[config.mk]
export PLATFORM = sky130hd
export DESIGN_NAME = gfcc_walker
export DESIGN_NICKNAME = d
export VERILOG_FILES = /design/src/rtl/gfcc_pkg.sv /design/src/rtl/gfcc_walker.sv
export SDC_FILE = /design/constraint.sdc
export NUM_CORES = 2
export LEC_CHECK = 0
export BUFFER_PORTS_ARGS = -buffer_cell sky130_fd_sc_hd__buf_2
export CORE_MARGIN = 1
export CORE_UTILIZATION = 55
export CTS_BUF_LIST = sky130_fd_sc_hd__clkbuf_16
export CTS_CLUSTER_DIAMETER = 50
export DETAILED_ROUTE_END_ITERATION = 16
export PLACE_DENSITY = 0.8
export REMOVE_ABC_BUFFERS = 1
export SETUP_SLACK_MARGIN = 0.1
export SLEW_MARGIN = 20
export SYNTH_ARGS = -nofsm -noshare
export SYNTH_HDL_FRONTEND = slang
export SYNTH_SLANG_ARGS = --single-unit
[constraint.sdc]
create_clock -name clk -period 9 [get_ports clk]
set_clock_uncertainty 0.1 [all_clocks]
set_input_delay 0.45 -clock clk [delete_from_list [all_inputs] [get_ports clk]]
set_output_delay 0.45 -clock clk [all_outputs]
set_load 0.02 [all_outputs]
[src/rtl/gfcc_pkg.sv]
`default_nettype none

package gfcc_pkg;

  // fixed-point layout of positions and trig values
  localparam int FRAC      = 14;
  localparam int POS_W     = 26;
  localparam int TRIG_W    = 16;
  localparam int PROD_W    = TRIG_W + 9;
  localparam int POSE_W    = 16;
  localparam int HEADING_W = 10;
  localparam int COORD_W   = 8;
  localparam int VALUE_W   = 8;

  // angle constants in Q30
  localparam longint unsigned HALF_PI_Q30 = 64'd1686629713;
  localparam longint unsigned TWO_PI_Q30  = 64'd6746518852;

  // configuration port
  localparam int CFG_IDX_W  = 3;
  localparam int CFG_DATA_W = 9;

  typedef enum logic [CFG_IDX_W-1:0] {
    REG_BODY_LENGTH = 3'd0,
    REG_HALF_WIDTH  = 3'd1,
    REG_REAR_OFFSET = 3'd2,
    REG_THRESHOLD   = 3'd3,
    REG_MAP_WIDTH   = 3'd4,
    REG_MAP_HEIGHT  = 3'd5,
    REG_OUTSIDE     = 3'd6
  } cfg_reg_t;

  localparam logic REQ_LOAD  = 1'b0;
  localparam logic REQ_QUERY = 1'b1;

  typedef enum logic [1:0] {
    ST_FREE     = 2'd0,
    ST_OBSTACLE = 2'd1,
    ST_OUTSIDE  = 2'd2
  } status_t;

  typedef struct packed {
    logic [7:0] body_length;
    logic [6:0] half_width;
    logic [7:0] rear_offset;
    logic [7:0] threshold;
    logic [8:0] map_width;
    logic [8:0] map_height;
    logic       outside_is_obstacle;
  } cfg_t;

  typedef struct packed {
    logic              valid;
    logic [TRIG_W-1:0] sin_v;
    logic [TRIG_W-1:0] cos_v;
  } trig_t;

  typedef struct packed {
    logic    busy;
    logic    done;
    status_t status;
  } scan_res_t;

endpackage

`default_nettype wire

[src/rtl/gfcc_walker.sv]
`default_nettype none

module gfcc_walker #(
  parameter int MAP_SIDE       = 256,
  parameter int OCCUPANCY_BITS = 8
) (
  input  logic                            clk,
  input  logic                            rst,
  input  logic                            start,
  input  logic [gfcc_pkg::POSE_W-1:0]     pose_x,
  input  logic [gfcc_pkg::POSE_W-1:0]     pose_y,
  input  gfcc_pkg::cfg_t                  cfg,
  input  gfcc_pkg::trig_t                 trig,
  output logic                            rd_en,
  output logic [2*$clog2(MAP_SIDE)-1:0]   rd_addr,
  input  logic [OCCUPANCY_BITS-1:0]       rd_data,
  output gfcc_pkg::scan_res_t             res,
  input  logic                            res_ack
);
  import gfcc_pkg::*;

  localparam int SB    = $clog2(MAP_SIDE);
  localparam int IX_W  = POS_W - 1 - FRAC;
  localparam int CMP_W = ((SB + 1) > IX_W) ? (SB + 1) : IX_W;
  localparam int CW    = (OCCUPANCY_BITS > VALUE_W) ? OCCUPANCY_BITS : VALUE_W;

  typedef enum logic [5:0] {
    W_IDLE  = 6'b000001,
    W_TRIG  = 6'b000010,
    W_SETUP = 6'b000100,
    W_WALK  = 6'b001000,
    W_DRAIN = 6'b010000,
    W_DONE  = 6'b100000
  } walk_state_t;

  walk_state_t state, state_next;

  logic [POSE_W-1:0] px, py;
  logic [POS_W-1:0]  s_ext, c_ext;
  logic [PROD_W-1:0] prod_c, prod_s;
  logic [POS_W-1:0]  vx, vy, lx, ly, rx, ry;
  logic [POS_W-1:0]  base_x, base_y;
  logic [POS_W-1:0]  pt_x, pt_y;
  logic [7:0]        row;
  logic [6:0]        col;
  logic              side;
  logic              last_pt;
  logic [CMP_W-1:0]  ix, iy;
  logic              outside_now;
  logic              chk_valid, chk_outside;
  logic              obstacle, hit_now;
  status_t           hit_status, status;

  // start of the footprint: pose moved back by the rear offset
  assign base_x = {{(POS_W-POSE_W-6){1'b0}}, px, 6'b0}
                - {{(POS_W-PROD_W){prod_c[PROD_W-1]}}, prod_c};
  assign base_y = {{(POS_W-POSE_W-6){1'b0}}, py, 6'b0}
                - {{(POS_W-PROD_W){prod_s[PROD_W-1]}}, prod_s};

  // current probe point, left before right
  assign pt_x = side ? rx : lx;
  assign pt_y = side ? ry : ly;
  assign ix   = CMP_W'(pt_x[POS_W-2:FRAC]);
  assign iy   = CMP_W'(pt_y[POS_W-2:FRAC]);

  assign outside_now = pt_x[POS_W-1] | pt_y[POS_W-1]
                     | (ix >= CMP_W'(cfg.map_width))  | (ix >= CMP_W'(MAP_SIDE))
                     | (iy >= CMP_W'(cfg.map_height)) | (iy >= CMP_W'(MAP_SIDE));

  assign rd_en   = (state == W_WALK) && !outside_now;
  assign rd_addr = {ix[SB-1:0], iy[SB-1:0]};

  assign last_pt = side && (col == cfg.half_width) && (row == cfg.body_length);

  assign obstacle   = CW'(rd_data) > CW'(cfg.threshold);
  assign hit_now    = chk_valid && (chk_outside || obstacle);
  assign hit_status = chk_outside ? ST_OUTSIDE : ST_OBSTACLE;

  always_comb begin
    state_next = state;
    case (state)
      W_IDLE:  if (start) state_next = W_TRIG;
      W_TRIG:  if (trig.valid) state_next = W_SETUP;
      W_SETUP: state_next = W_WALK;
      W_WALK: begin
        if (hit_now) state_next = W_DONE;
        else if (outside_now || last_pt) state_next = W_DRAIN;
      end
      W_DRAIN: state_next = W_DONE;
      W_DONE:  if (res_ack) state_next = W_IDLE;
      default: state_next = W_IDLE;
    endcase
  end

  always_ff @(posedge clk) begin
    if (rst) begin
      state     <= W_IDLE;
      chk_valid <= 1'b0;
    end else begin
      state     <= state_next;
      chk_valid <= (state == W_WALK);
    end

    if (state == W_IDLE && start) begin
      px <= pose_x;
      py <= pose_y;
    end

    if (state == W_TRIG && trig.valid) begin
      s_ext  <= {{(POS_W-TRIG_W){trig.sin_v[TRIG_W-1]}}, trig.sin_v};
      c_ext  <= {{(POS_W-TRIG_W){trig.cos_v[TRIG_W-1]}}, trig.cos_v};
      prod_c <= PROD_W'($signed({1'b0, cfg.rear_offset}) * $signed(trig.cos_v));
      prod_s <= PROD_W'($signed({1'b0, cfg.rear_offset}) * $signed(trig.sin_v));
    end

    if (state == W_SETUP) begin
      vx   <= base_x;
      vy   <= base_y;
      lx   <= base_x;
      ly   <= base_y;
      rx   <= base_x;
      ry   <= base_y;
      row  <= '0;
      col  <= '0;
      side <= 1'b0;
    end else if (state == W_WALK) begin
      chk_outside <= outside_now;
      if (!side) begin
        side <= 1'b1;
      end else begin
        side <= 1'b0;
        if (col == cfg.half_width) begin
          // next row along the heading
          col <= '0;
          row <= row + 8'd1;
          vx  <= vx + c_ext;
          vy  <= vy + s_ext;
          lx  <= vx + c_ext;
          ly  <= vy + s_ext;
          rx  <= vx + c_ext;
          ry  <= vy + s_ext;
        end else begin
          col <= col + 7'd1;
          lx  <= lx - s_ext;
          ly  <= ly + c_ext;
          rx  <= rx + s_ext;
          ry  <= ry - c_ext;
        end
      end
    end

    if ((state == W_WALK || state == W_DRAIN) && state_next == W_DONE) begin
      status <= hit_now ? hit_status : ST_FREE;
    end
  end

  assign res.busy   = (state != W_IDLE);
  assign res.done   = (state == W_DONE);
  assign res.status = status;

  // a query only starts from idle
  a_start_idle: assert property (@(posedge clk) disable iff (rst)
    start |-> state == W_IDLE)
    else $error("query started while walker busy");

  // an outside point seen at the check stage ends the walk at once
  a_outside_stops: assert property (@(posedge clk) disable iff (rst)
    chk_valid && chk_outside && state == W_WALK |=> state == W_DONE && !rd_en)
    else $error("walk went on after an outside point");

  // the result stays put until it is taken
  a_res_hold: assert property (@(posedge clk) disable iff (rst)
    res.done && !res_ack |=> res.done && $stable(res.status))
    else $error("walker result changed before it was taken");

endmodule

`default_nettype wire

==> flow_summary.toml <==
[run_status]
status = "completed"

[die]
dieHeight_um = 236
fp.coreArea_um2 = 53900
fp-row-count = 85
initial_utilization_pct = 55.7
die_w_um = 236
die_area_um2 = 55600
num_io_pins = 148

[routing]
antenna_left = 0
avgRoutedWirePerCell_um = 17.9
drt_iter0_markers = 1588
wl_mm = 72.7
vias = 23700
dr.pass1.iters = 5
avgViaCountPerCell = 5.83
drc = 0

[setup_path]
rrSetupSlack_ns = 4.72
r2r-start = "s_ext[1]$_DFFE_PP_"
crit_buf_inv = 4
path_delay_family = "adder cells"
slowest_stage = "fa_1"
critPathKind = "primary input to flip-flop"
reg2reg_to = "rx[24]$_DFFE_PP_"
end_kind = "flip-flop"
r2r_cells = 12
critPathArrivalTime_ns = 6.07
path_max_fanout = 32
critical_path_required_ns = 9.21
max_stage_delay_ns = 0.57
start_kind = "primary input"
worstPathCellList = "buf_2 > nand2_1 > fa_1 > inv_1 > fa_1 > inv_1 > fa_1 > inv_1 > fa_1 > ha_1 > a211oi_1 > nor2b_1 > o31ai_1 > a31oi_1 > a41o_1 > o41ai_1 > o21bai_1 > a21oi_1 > xnor2_1"
path_common_cell = "fa_1"

[hold_path]
hold_end = "state[2]$_SDFF_PP0_"
min_path_type = "primary input to flip-flop"
min-delay-start = "trig[32]"
min_path_cells = 3

[synth]
synth_top_family_by_area = "adder cells"
synth_ff_type = "edfxtp_1"
synth_adder_area_share_pct = 27.0
synth-compound-area-share_pct = 15.8
yosys_register_bits = 296
ys_warn_count = 0
muxShareOfSynthArea_pct = 0.799
syn_area_um2 = 30100
avgSynthCellArea_um2 = 9.46
synth_cell_types = 88
synth_edf_count = 273
yosys.area_share.simple_pct = 15.0
seq_area_frac_synth_pct = 28.8
synthArstFlopShare_pct = 0
netlist.area_leader.share_pct = 27.3
synth_area_leaders = "edfxtp_1 27%, fa_1 14%, ha_1 13%"
postSynthCellCount = 3177
synth_largest_area_cell = "edfxtp_1"
synth-xor-area-share_pct = 6.64

[global_route]
grt_overflow = 0
grt_pass1_wl_mm = 118
track_usage_pct = 26.4
grt_pass1_vias = 23900
grt_max_degree = 101
antenna_found_initial = 4

[cts]
cts_resized = 0
clockBufferDepth = 3
cts_num_sinks = 296
cts_tree = "yes"
root_buffer = "clkbuf_16"
cts_max_level = 2
numCtsBuffers = 40
clk_latency_ns = 0.58
cts.clk_slew.worst_paths_ns = 0.06

[layout]
mostFrequentLayoutCells = "411 x inv_1, 312 x ha_1, 273 x edfxtp_1"
n_fill_cell = 4357
final_common_cell = "inv_1"
final_core_util_pct = 61.5
layout-drive-gt1-share_pct = 8.69
area_growth_syn_to_layout_pct = 10.3
finalNetCount = 3991
fin_area_um2 = 33100

[timing]
tns_ns = 0
hold_violations = 0
relSlewSlack_pct = 30.6
fmax_ghz = 0.171
min_period_over_period_pct = 65.1
worstMarginPinSlew_ns = 1.04
slew_viol_final = 0
setup_violations = 0
period_minus_slack_ns = 5.86
rsz0062_at_grt = "no"

[place]
dpl_cell_area_um2 = 31500
gp_congestion = 0.933
portBuffers = 146
dp.final_hpwl_mm = 55.1

[pwr]
leakage_nw = 15.1
pwr_density_cell_nw_per_um2 = 178
vdd.ir_drop.worst_mv = 0.145

[run]
maxCapViolCount = 0
[synth_stat cells, drive strengths merged (8+ instances only)]
master,n
a21o,102
a21boi,8
ha,312
xnor2,137
or2,14
o21a,45
fa,210
a211o,10
dfxtp,23
nor3,55
o21bai,18
o211ai,14
edfxtp,273
and3,24
or4,9
nor2,168
xor2,91
nand2b,44
mux2,16
a31oi,32
nor2b,33
nand2,267
or3,24
nand3,34
buf,8
clkbuf,61
o21ai,172
nand4,14
and2,179
a211oi,15
inv,407
a21oi,234
[worst reg2reg max path: cells and delay by family, from the launching register on]
family	cells	cell delay, ns
and+or+nand+nor	1	0.20
DFF	1	0.59
adders and majority gates	1	0.47
xor gates and xnor gates	1	0.18
AOI/OAI and AO/OA	8	2.22
buffers and inverters	1	0.25
[registers in the layout, summed over array words and instances, names as in the netlist, 25 cells and up]
| register | cells |
|---|---|
| prod_s | 25 |
| prod_c | 25 |
| lx | 26 |
| ry | 26 |
| ly | 26 |
| vx | 26 |
| vy | 26 |
| rx | 26 |
[what timing repair did]
action | in CTS | in global routing
hold endpoints to repair | 34 | 0
setup endpoints to repair | 0 | 0
setup buffers | 0 | 0
hold buffers | 33 | 0
[how the worst max path moves through the flow]
stage / start / end / cells after the start
floorplan: state[3]$_SDFF_PP0_ / c_ext[0]$_DFFE_PP_ / 3
global placement: cfg[27] / prod_c[20]$_DFFE_PP_ / 19
detailed placement: cfg[27] / prod_s[24]$_DFFE_PP_ / 19
CTS: cfg[27] / prod_s[24]$_DFFE_PP_ / 19
global route: cfg[27] / prod_c[20]$_DFFE_PP_ / 19
finish: cfg[27] / prod_s[24]$_DFFE_PP_ / 19
[through the flow]
step                power [mW]  hold slack, ns  std cells  setup slack, ns
floorplan                 3.73           0.384       3108             1.80
global placement          4.28           0.410       3963             2.77
detailed placement        4.37           0.422       3963             2.58
CTS                       5.93          0.0617       4068             3.17
global route              6.34          0.0784       4068             2.85
finish                    5.91          0.0805       4069             3.14
[routing by layer]
metal  GRT usage [%]  part of all wire, %  vias up
met5               0                0.058        -
met4            9.59                  3.2        8
met3            3.94                  7.6      155
met2            45.1                   48      811
met1            34.0                   42    11400
li1                -                    -    11300
[area by class of cell]
type	instances	area, um2	share of cell area (%)
inverter	407	1530	4.61
clock inverter	29	198	0.596
tap	696	871	2.63
sequential	296	8660	26.1
timing repair buffer	192	1160	3.51
antenna	1	2.50	0.00755
multi-input combinational	2405	19700	59.3
clock buffer	43	1080	3.25
[logic make-up (layout without fill, tap and decap cells)]
| logic type | after synthesis | after routing |
|---|---|---|
| buffers and inverters | 476 | 671 |
| and+or+nand+nor | 895 | 895 |
| muxes | 22 | 22 |
| adders and majority gates | 522 | 522 |
| other | 0 | 1 |
| AOI/OAI and AO/OA | 738 | 738 |
| DFF | 296 | 296 |
| xor gates and xnor gates | 228 | 228 |
[power breakdown]
group | total, mW | leakage (nW) | internal (mW) | switching, mW
Sequential | 1.69 | 2.65 | 1.67 | 0.0213
Combinational | 2.68 | 11.8 | 1.15 | 1.52
Clock | 1.54 | 0.650 | 0.899 | 0.645
Note: power is estimated with default switching activity, not from simulation.
